===== src/design/mhl_pkg.sv =====
// mhl_pkg: shared types and constants for the loss and gradient engine
// no dependencies; used by design/mse_huber_loss_gradient.sv

package mhl_pkg;

	// fixed field widths
	localparam int ACC_W   = 48;
	localparam int VL_W    = 9;
	localparam int GRAD_W  = 18;
	localparam int MEAN_W  = 32;
	localparam int CFG_IDX_W = 1;

	// serial divider: dividend register holds the halved accumulator
	localparam int DIV_W   = ACC_W - 1;
	localparam int CNT_W   = $clog2(DIV_W + 1);

	// Q8.8 one, huber knee and gradient limits
	localparam int HUBER_ONE  = 256;
	localparam int HUBER_HALF = 128;
	localparam int HUBER_SHL  = 9;
	localparam int MSE_BIG_SH = 24;
	localparam int GRAD_LIM   = 131072;
	localparam logic [GRAD_W-1:0] GRAD_POS_MAX = 18'h1FFFF;
	localparam logic [VL_W:0]     COUNT_SAT    = 10'd511;

	// register indexes
	localparam logic [CFG_IDX_W-1:0] REG_LOSS_MODE     = 1'b0;
	localparam logic [CFG_IDX_W-1:0] REG_VECTOR_LENGTH = 1'b1;

	// loss modes
	localparam logic MODE_MSE   = 1'b0;
	localparam logic MODE_HUBER = 1'b1;

	typedef enum logic [2:0] {
		ST_IDLE,
		ST_CALC,
		ST_ACC,
		ST_MEAN,
		ST_FIN
	} state_t;

endpackage


===== src/design/mse_huber_loss_gradient.sv =====
// mse_huber_loss_gradient: mean squared / huber loss with per-element gradient
// depends on design/mhl_pkg.sv

// One element is taken per transfer and yields one result; the next is taken
// only once it is through: the accept, DATA_WIDTH+2 steps of the restoring
// divider that forms the gradient quotient one bit per cycle (the shift-add
// squarer runs alongside), an accumulate state and an output load state. The
// element marked last adds 47 further divider steps that form the mean loss. A
// finished result waits in the output register while the next element is
// accepted. Configuration is to be written through the cfg channel while the
// block is idle, a rule on the user that the block itself does not enforce.

module mse_huber_loss_gradient #(
	parameter int MAX_LENGTH = 256,
	parameter int DATA_WIDTH = 16
) (
	input  logic                                clk,
	input  logic                                arst_n,
	// configuration
	input  logic                                cfg_valid,
	output logic                                cfg_ready,
	input  logic [mhl_pkg::CFG_IDX_W-1:0]       cfg_index,
	input  logic [mhl_pkg::VL_W-1:0]            cfg_data,
	// element input
	input  logic                                in_valid,
	output logic                                in_ready,
	input  logic signed [DATA_WIDTH-1:0]        predicted_value,
	input  logic signed [DATA_WIDTH-1:0]        expected_value,
	input  logic                                negate_gradient,
	input  logic                                last_element,
	// result output
	output logic                                out_valid,
	input  logic                                out_ready,
	output logic signed [mhl_pkg::GRAD_W-1:0]   gradient_value,
	output logic [mhl_pkg::MEAN_W-1:0]          mean_loss,
	output logic                                loss_valid,
	output logic                                length_error
);

	localparam int MAG_W  = DATA_WIDTH + 1;
	localparam int GM_W   = MAG_W + 1;
	localparam int PROD_W = 2 * MAG_W;
	localparam int TERM_W = PROD_W + 1;
	localparam int SUM_W  = ((TERM_W > mhl_pkg::ACC_W) ? TERM_W : mhl_pkg::ACC_W) + 1;
	localparam int GQ_W   = (GM_W > mhl_pkg::GRAD_W) ? GM_W : mhl_pkg::GRAD_W;

	mhl_pkg::state_t state_q, state_d;

	logic                        mode_q;
	logic [mhl_pkg::VL_W-1:0]    vl_q;
	logic [mhl_pkg::VL_W-1:0]    len;

	logic [mhl_pkg::ACC_W-1:0]   acc_q;
	logic [mhl_pkg::VL_W-1:0]    elem_q;

	logic [MAG_W-1:0]            mag_q;
	logic                        dneg_q, neg_q, last_q, lerr_q;
	logic [PROD_W-1:0]           prod_q;
	logic [mhl_pkg::DIV_W-1:0]   quo_q;
	logic [mhl_pkg::VL_W-1:0]    rem_q;
	logic [mhl_pkg::CNT_W-1:0]   cnt_q;
	logic [mhl_pkg::GRAD_W-1:0]  grad_q;

	logic                        out_valid_q;
	logic [mhl_pkg::GRAD_W-1:0]  out_grad_q;
	logic [mhl_pkg::MEAN_W-1:0]  out_mean_q;
	logic                        out_lv_q, out_le_q;

	// control from the sequencer
	logic in_fire, calc_step, calc_done, mean_done, load_out;

	assign cfg_ready = 1'b1;
	assign in_ready  = (state_q == mhl_pkg::ST_IDLE);
	assign in_fire   = in_valid && in_ready;

	// configuration registers
	always_ff @(posedge clk or negedge arst_n) begin
		if (!arst_n) begin
			mode_q <= mhl_pkg::MODE_MSE;
			vl_q   <= mhl_pkg::VL_W'(1);
		end else if (cfg_valid && cfg_ready) begin
			unique case (cfg_index)
				mhl_pkg::REG_LOSS_MODE:     mode_q <= cfg_data[0];
				mhl_pkg::REG_VECTOR_LENGTH: vl_q   <= cfg_data;
				default: ;
			endcase
		end
	end

	// effective length: zero reads as one, clamp at the maximum
	always_comb begin
		if (vl_q == '0)
			len = mhl_pkg::VL_W'(1);
		else if (32'(vl_q) > 32'(MAX_LENGTH))
			len = mhl_pkg::VL_W'(MAX_LENGTH);
		else
			len = vl_q;
	end

	// difference, magnitude and gradient magnitude of the incoming element
	logic [MAG_W-1:0] diff_u, mag_in;
	logic [GM_W-1:0]  gmag_in;
	always_comb begin
		diff_u = MAG_W'({predicted_value[DATA_WIDTH-1], predicted_value})
			- MAG_W'({expected_value[DATA_WIDTH-1], expected_value});
		mag_in = diff_u[MAG_W-1] ? (~diff_u + 1'b1) : diff_u;
		if (mode_q == mhl_pkg::MODE_MSE)
			gmag_in = {mag_in, 1'b0};
		else if (mag_in < MAG_W'(mhl_pkg::HUBER_ONE))
			gmag_in = {1'b0, mag_in};
		else
			gmag_in = GM_W'(mhl_pkg::HUBER_ONE);
	end

	// one restoring divider step, shared by gradient and mean
	logic [mhl_pkg::VL_W:0]   trial, trial_sub;
	logic                     trial_ge;
	logic [mhl_pkg::VL_W-1:0] rem_next;
	always_comb begin
		trial     = {rem_q, quo_q[mhl_pkg::DIV_W-1]};
		trial_ge  = trial >= {1'b0, len};
		trial_sub = trial - {1'b0, len};
		rem_next  = trial_ge ? trial_sub[mhl_pkg::VL_W-1:0] : trial[mhl_pkg::VL_W-1:0];
	end

	// one shift-add squarer step
	logic [MAG_W:0] prod_add;
	assign prod_add = {1'b0, prod_q[PROD_W-1:MAG_W]} + (prod_q[0] ? {1'b0, mag_q} : '0);

	// loss term and saturating accumulate
	logic [SUM_W-1:0]        term, sum;
	logic [mhl_pkg::ACC_W-1:0] acc_next;
	logic                    mag_big;
	always_comb begin
		mag_big = (mag_q >> mhl_pkg::MSE_BIG_SH) != '0;
		if (mode_q == mhl_pkg::MODE_MSE)
			term = mag_big ? SUM_W'({mhl_pkg::ACC_W{1'b1}}) : SUM_W'({prod_q, 1'b0});
		else if (mag_q < MAG_W'(mhl_pkg::HUBER_ONE))
			term = SUM_W'(prod_q);
		else
			term = SUM_W'(mag_q - MAG_W'(mhl_pkg::HUBER_HALF)) << mhl_pkg::HUBER_SHL;
		sum = SUM_W'(acc_q) + term;
		if (sum > SUM_W'({mhl_pkg::ACC_W{1'b1}}))
			acc_next = {mhl_pkg::ACC_W{1'b1}};
		else
			acc_next = sum[mhl_pkg::ACC_W-1:0];
	end

	// signed, saturated gradient from the quotient
	logic [GQ_W-1:0]           gq_x;
	logic [mhl_pkg::GRAD_W-1:0] gq_s, grad_next;
	always_comb begin
		gq_x = GQ_W'(quo_q[GM_W-1:0]);
		if (gq_x > GQ_W'(mhl_pkg::GRAD_LIM))
			gq_x = GQ_W'(mhl_pkg::GRAD_LIM);
		gq_s = gq_x[mhl_pkg::GRAD_W-1:0];
		if (dneg_q != neg_q)
			grad_next = ~gq_s + 1'b1;
		else if (gq_s[mhl_pkg::GRAD_W-1])
			grad_next = mhl_pkg::GRAD_POS_MAX;
		else
			grad_next = gq_s;
	end

	// length check on the last element
	logic [mhl_pkg::VL_W:0] count;
	assign count = {1'b0, elem_q} + 1'b1;

	// mean from the divider, saturated
	logic [mhl_pkg::MEAN_W-1:0] mean_sat;
	assign mean_sat = (quo_q[mhl_pkg::DIV_W-1:mhl_pkg::MEAN_W] != '0)
		? {mhl_pkg::MEAN_W{1'b1}} : quo_q[mhl_pkg::MEAN_W-1:0];

	// sequencer state register
	always_ff @(posedge clk or negedge arst_n) begin
		if (!arst_n)
			state_q <= mhl_pkg::ST_IDLE;
		else
			state_q <= state_d;
	end

	// next state and step controls
	always_comb begin
		state_d   = state_q;
		calc_step = 1'b0;
		calc_done = 1'b0;
		mean_done = 1'b0;
		load_out  = 1'b0;
		unique case (state_q)
			mhl_pkg::ST_IDLE: begin
				if (in_fire)
					state_d = mhl_pkg::ST_CALC;
			end
			mhl_pkg::ST_CALC: begin
				calc_step = 1'b1;
				calc_done = (cnt_q == mhl_pkg::CNT_W'(GM_W - 1));
				if (calc_done)
					state_d = mhl_pkg::ST_ACC;
			end
			mhl_pkg::ST_ACC: begin
				state_d = last_q ? mhl_pkg::ST_MEAN : mhl_pkg::ST_FIN;
			end
			mhl_pkg::ST_MEAN: begin
				mean_done = (cnt_q == mhl_pkg::CNT_W'(mhl_pkg::DIV_W - 1));
				if (mean_done)
					state_d = mhl_pkg::ST_FIN;
			end
			mhl_pkg::ST_FIN: begin
				load_out = !out_valid_q || out_ready;
				if (load_out)
					state_d = mhl_pkg::ST_IDLE;
			end
			default: state_d = mhl_pkg::ST_IDLE;
		endcase
	end

	// loss state: accumulator and element count
	always_ff @(posedge clk or negedge arst_n) begin
		if (!arst_n) begin
			acc_q  <= '0;
			elem_q <= '0;
		end else if (state_q == mhl_pkg::ST_ACC) begin
			if (last_q) begin
				acc_q  <= '0;
				elem_q <= '0;
			end else begin
				acc_q <= acc_next;
				if ({1'b0, elem_q} < mhl_pkg::COUNT_SAT)
					elem_q <= elem_q + 1'b1;
			end
		end
	end

	// element datapath: squarer, divider, gradient
	always_ff @(posedge clk) begin
		priority if (in_fire) begin
			mag_q  <= mag_in;
			dneg_q <= diff_u[MAG_W-1];
			neg_q  <= negate_gradient;
			last_q <= last_element;
			prod_q <= {{MAG_W{1'b0}}, mag_in};
			quo_q  <= mhl_pkg::DIV_W'(gmag_in) << (mhl_pkg::DIV_W - GM_W);
			rem_q  <= '0;
			cnt_q  <= '0;
		end else if (calc_step || state_q == mhl_pkg::ST_MEAN) begin
			quo_q <= {quo_q[mhl_pkg::DIV_W-2:0], trial_ge};
			rem_q <= rem_next;
			cnt_q <= cnt_q + 1'b1;
			if (calc_step && cnt_q < mhl_pkg::CNT_W'(MAG_W))
				prod_q <= {prod_add, prod_q[MAG_W-1:1]};
		end else if (state_q == mhl_pkg::ST_ACC) begin
			grad_q <= grad_next;
			lerr_q <= (count != {1'b0, len});
			// halved accumulator feeds the mean division
			quo_q  <= acc_next[mhl_pkg::ACC_W-1:1];
			rem_q  <= '0;
			cnt_q  <= '0;
		end
	end

	// output register
	always_ff @(posedge clk or negedge arst_n) begin
		if (!arst_n)
			out_valid_q <= 1'b0;
		else if (load_out)
			out_valid_q <= 1'b1;
		else if (out_ready)
			out_valid_q <= 1'b0;
	end

	always_ff @(posedge clk) begin
		if (load_out) begin
			out_grad_q <= grad_q;
			out_mean_q <= last_q ? mean_sat : '0;
			out_lv_q   <= last_q;
			out_le_q   <= last_q && lerr_q;
		end
	end

	assign out_valid      = out_valid_q;
	assign gradient_value = $signed(out_grad_q);
	assign mean_loss      = out_mean_q;
	assign loss_valid     = out_lv_q;
	assign length_error   = out_le_q;

	// checks on sequencing and result fields
	a_busy_after_accept: assert property (@(posedge clk) disable iff (!arst_n)
		in_fire |=> !in_ready)
		else $error("input accepted while element still in work");

	a_mean_only_on_last: assert property (@(posedge clk) disable iff (!arst_n)
		(state_q == mhl_pkg::ST_MEAN) |-> last_q)
		else $error("mean division without last element");

	a_acc_cleared: assert property (@(posedge clk) disable iff (!arst_n)
		(state_q == mhl_pkg::ST_FIN && last_q) |-> (acc_q == '0 && elem_q == '0))
		else $error("loss state not cleared after last element");

	a_plain_result: assert property (@(posedge clk) disable iff (!arst_n)
		(out_valid && !loss_valid) |-> (mean_loss == '0 && !length_error))
		else $error("loss fields set on non-last result");

endmodule

===== config.mk =====
export PLATFORM = sky130hd
export DESIGN_NAME = mse_huber_loss_gradient
export DESIGN_NICKNAME = d
export VERILOG_FILES = /design/src/design/mhl_pkg.sv /design/src/design/mse_huber_loss_gradient.sv
export SDC_FILE = /design/constraint.sdc
export NUM_CORES = 1
export LEC_CHECK = 0
export BUFFER_PORTS_ARGS = -buffer_cell sky130_fd_sc_hd__buf_2
export CELL_PAD_IN_SITES_DETAIL_PLACEMENT = 1
export CELL_PAD_IN_SITES_GLOBAL_PLACEMENT = 2
export CORE_MARGIN = 3
export CORE_UTILIZATION = 39
export DETAILED_ROUTE_END_ITERATION = 12
export PLACE_DENSITY = 0.79
export SYNTH_ARGS = -nofsm -noshare
export SYNTH_HDL_FRONTEND = slang
export SYNTH_SLANG_ARGS = --single-unit

===== constraint.sdc =====
create_clock -name clk -period 5.99 [get_ports clk]
set_clock_uncertainty 0.15 [all_clocks]
set_input_delay 0.8985 -clock clk [delete_from_list [all_inputs] [get_ports clk]]
set_output_delay 0.8985 -clock clk [all_outputs]
set_load 0.02 [all_outputs]

==> results.cfg <==
[synth]
yosysSeqAreaShare_pct = 39.6
synth_seq_cells = 258
yosys_warnings = 0
synth_area_per_inst_sq_um = 8.67
syn-num-nets = 2129
synth_enable_flop_cells = 126
ys_dominant_reg_cell = sky130_fd_sc_hd__edfxtp_1
syn_area_sq_um = 17100
synth_cells = 1975
yosysUniqueCellTypes = 85
synth-async-reset-ratio_pct = 27.5

[cts]
cts_root_buffer = sky130_fd_sc_hd__clkbuf_16
h-tree-depth = 1
clock_latency_ps = 590
post_cts.resized_instances = 0
number_of_clock_sinks_seen_by_cts = 258
clkSlewWorstSetupHoldPaths_ps = 60
cts_tree = built
ctsLongestPathBuffers = 3
cts.repair_timing.setup_buffer_count = 0
numCtsBuffers = 31
holdBufCountCts = 0

[worst_setup_path]
worstPathBufferInverterCount = 1
crit_path_frequent_cell = sky130_fd_sc_hd__o21ai_0
r2r_end = quo_q[40]
timing.critical_path.slowest_cell_delay_ps = 550
crit_required_ps = 6160
worstPathArrival_ps = 5770
worstReg2RegStart = mag_q[14]
critical_path_launch_point = mag_q[14]
critical_path.cell_chain = or4_1 -> or3_1 -> nor4_2 -> buf_12 -> nand3_1 -> o21ai_0 -> ha_1 -> a211oi_1 -> o21ai_0 -> a21oi_1 -> a31oi_1 -> a2111o_1 -> a31oi_1 -> o21bai_1 -> mux2i_1 -> o21ai_0 -> a221o_1
worstPathMaxFanout = 40
setup_slack_of_the_most_critical_reg_to_reg_path_ps = 390
timing.reg2reg.worst_path_depth = 17
cp_num_cells = 17
cp_top_family = compound AO/OA/AOI/OAI gates
critPathCapture = quo_q[40]
worstSetupPathType = flip-flop to flip-flop
critPathLaunchType = flip-flop
worstSetupEndpointType = flip-flop
slowest_stage = sky130_fd_sc_hd__or4_1

[global_routing]
antenna_violations_before_repair = 1
grt_pass1_wl_um = 86500
grt_max_degree = 60
overflow = 0
first_global_vias = 15100
global_route.usage.total_pct = 22.8

[status]
status = finished clean

[die]
dieWidth_um = 216
die_height_um = 216
start_util_pct = 39.7
design.portCount = 104
placementRows = 76
dieArea_sq_um = 46400
core_region_area_sq_um = 43200

[placement]
port_buffers = 102
placement.setup.worst_slack_ps = 145
place_hpwl_um = 40100
gp_congestion = 0.857

[hold_path]
min-delay-path-class = input pin to asynchronous set/reset pin

[routing]
drt-initial-drc-count = 930
ant_nets = 0
post-route-drc-count = 0
detailedRoute.firstPassIterationCount = 5
post_drt_via_cell_ratio = 5.69
detail_route.wirelength_um = 53800
routedWlPerCell_um = 20.4
routed-via-count = 15000

[sta]
setup-violations-final = 0
final-hold-violation-count = 0
finalWorstSetupSlack_ps = 388
timing_worst_slew_pin_value_ps = 1150
slew-limit-headroom_pct = 23.1
final-max-slew-violation-count = 0
final_min_period_over_clock_period_pct = 93.5
minimum_clock_period_after_layout_ps = 5600
rsz0062_at_grt = false
timing.fmax_mhz = 179
final.setup.tns_ps = 0

[final_layout]
antennaDiodeCount = 0
final_layout_size_suffix_gt1_share_pct = 10.9
layout_commonest_cell = sky130_fd_sc_hd__nand2_1
layout.filler_cells = 5133
nets = 2187
final-seq-area_sq_um = 6780
flow.area_growth_from_synthesis_pct = 12.5
most-common-layout-cells = 242 x sky130_fd_sc_hd__nand2_1, 228 x sky130_fd_sc_hd__o21ai_0, 151 x sky130_fd_sc_hd__nor2_1
multi_input_area_sq_um = 9650

[power_and_ir_drop]
ir_worst_vdd_mv = 0.239
post-layout-total-power_w = 0.00970
power_density_nw_per_um2 = 503
power.static_leakage_nw = 8.13

[run]
maxCapViolations = 0
[registers in the layout (all words and copies together), names as in the netlist, 9 cells and up]
| signal | count |
|---|---|
| acc_q | 48 |
| elem_q | 9 |
| gradient_value | 18 |
| rem_q | 9 |
| grad_q | 18 |
| mean_loss | 32 |
| prod_q | 34 |
| vl_q | 9 |
| mag_q | 17 |
| quo_q | 47 |
[area by class of cell]
cell class                 instances  area share [%]
clock buffer                      35            4.11
clock inverter                    22            1.16
inverter                          91            1.77
multi-input combinational       1522            50.1
sequential                       258            35.2
tap                              585            3.80
timing repair buffer             129            3.85
[per-stage QoR]
step / utilization (%) / std cells / hold WS (ps) / instance area, sq um
after floorplan: - / 1975 / 250 / 17100
after detailed placement: 42.2 / 2585 / 256 / 18200
after global routing: 44.6 / 2642 / 27.0 / 19300
after CTS: 44.6 / 2642 / 9.30 / 19200
after global placement: 42.2 / 2585 / 253 / 18200
final: 44.6 / 2642 / 31.5 / 19300
[per-layer routing]
layer  routed length [um]  track usage, %  up-vias
met4                  801            4.12        0
met3                 2010            2.45       51
met2                25100            38.1      283
met5                    0               0        -
met1                25800            32.4     7409
li1                     -               -     7281
[power by group]
part           internal, W  switching, W
clock              0.00112      0.000801
sequential         0.00258      0.000630
combinational      0.00165       0.00292
[worst reg2reg max path, stage by stage, from the launching register on]
cell and delay, ps:
sky130_fd_sc_hd__edfxtp_1 420, sky130_fd_sc_hd__or4_1 550, sky130_fd_sc_hd__or3_1 380, sky130_fd_sc_hd__nor4_2 280, sky130_fd_sc_hd__buf_12 250, sky130_fd_sc_hd__nand3_1 100
sky130_fd_sc_hd__o21ai_0 210, sky130_fd_sc_hd__ha_1 330, sky130_fd_sc_hd__a211oi_1 420, sky130_fd_sc_hd__o21ai_0 190, sky130_fd_sc_hd__a21oi_1 220, sky130_fd_sc_hd__a31oi_1 180
sky130_fd_sc_hd__a2111o_1 460, sky130_fd_sc_hd__a31oi_1 300, sky130_fd_sc_hd__o21bai_1 210, sky130_fd_sc_hd__mux2i_1 200, sky130_fd_sc_hd__o21ai_0 150, sky130_fd_sc_hd__a221o_1 350
[logic make-up after synthesis]
| kind of cell | after synthesis | share of synthesized area (%) |
|---|---|---|
| AO/OA/AOI/OAI | 627 | 23.2 |
| XOR/XNOR | 111 | 5.72 |
| adder cells (fa/ha/maj) | 105 | 7.85 |
| buffers and inverters | 195 | 4.33 |
| flip-flops | 258 | 39.6 |
| multiplexers | 24 | 1.53 |
| other | 1 | 0.0219 |
| AND/OR/NAND/NOR | 654 | 17.7 |
[how the worst min path moves through the flow]
stage                          start                  to  slack, ps  cells after the start
after detailed placement   grad_q[6]   gradient_value[6]        260                      0
after global routing          arst_n            acc_q[9]         30                      1
after floorplan            grad_q[0]   gradient_value[0]        250                      0
after CTS                     arst_n            acc_q[4]          9                      1
after global placement    grad_q[10]  gradient_value[10]        250                      0
final                         arst_n           acc_q[11]         30                      1
[Yosys cell counts, types with 14 or more instances]
cell	number	share of area [%]
sky130_fd_sc_hd__nor3_1	47	1.4
sky130_fd_sc_hd__nand2_1	243	5.3
sky130_fd_sc_hd__xor2_1	41	2.1
sky130_fd_sc_hd__and3_1	21	0.77
sky130_fd_sc_hd__nor2_1	154	3.4
sky130_fd_sc_hd__nand4_1	20	0.73
sky130_fd_sc_hd__a22oi_1	25	1.1
sky130_fd_sc_hd__and2_1	27	0.99
sky130_fd_sc_hd__o21a_1	45	2.0
sky130_fd_sc_hd__xnor2_1	69	3.5
sky130_fd_sc_hd__nand3_1	57	1.7
sky130_fd_sc_hd__nor2b_1	14	0.51
sky130_fd_sc_hd__or3_1	14	0.51
sky130_fd_sc_hd__o21bai_1	17	0.75
sky130_fd_sc_hd__a21o_1	43	1.9
sky130_fd_sc_hd__dfxtp_1	61	7.1
sky130_fd_sc_hd__inv_1	89	2.0
sky130_fd_sc_hd__nor4_1	14	0.51
sky130_fd_sc_hd__clkbuf_1	92	2.0
sky130_fd_sc_hd__edfxtp_1	126	22
sky130_fd_sc_hd__dfrtp_1	70	10
sky130_fd_sc_hd__a31oi_1	25	0.91
sky130_fd_sc_hd__mux2_2	17	1.1
sky130_fd_sc_hd__o21ai_0	228	6.7
sky130_fd_sc_hd__a21oi_1	120	3.5
sky130_fd_sc_hd__ha_1	101	7.4
(Power assumes the default switching activity.)
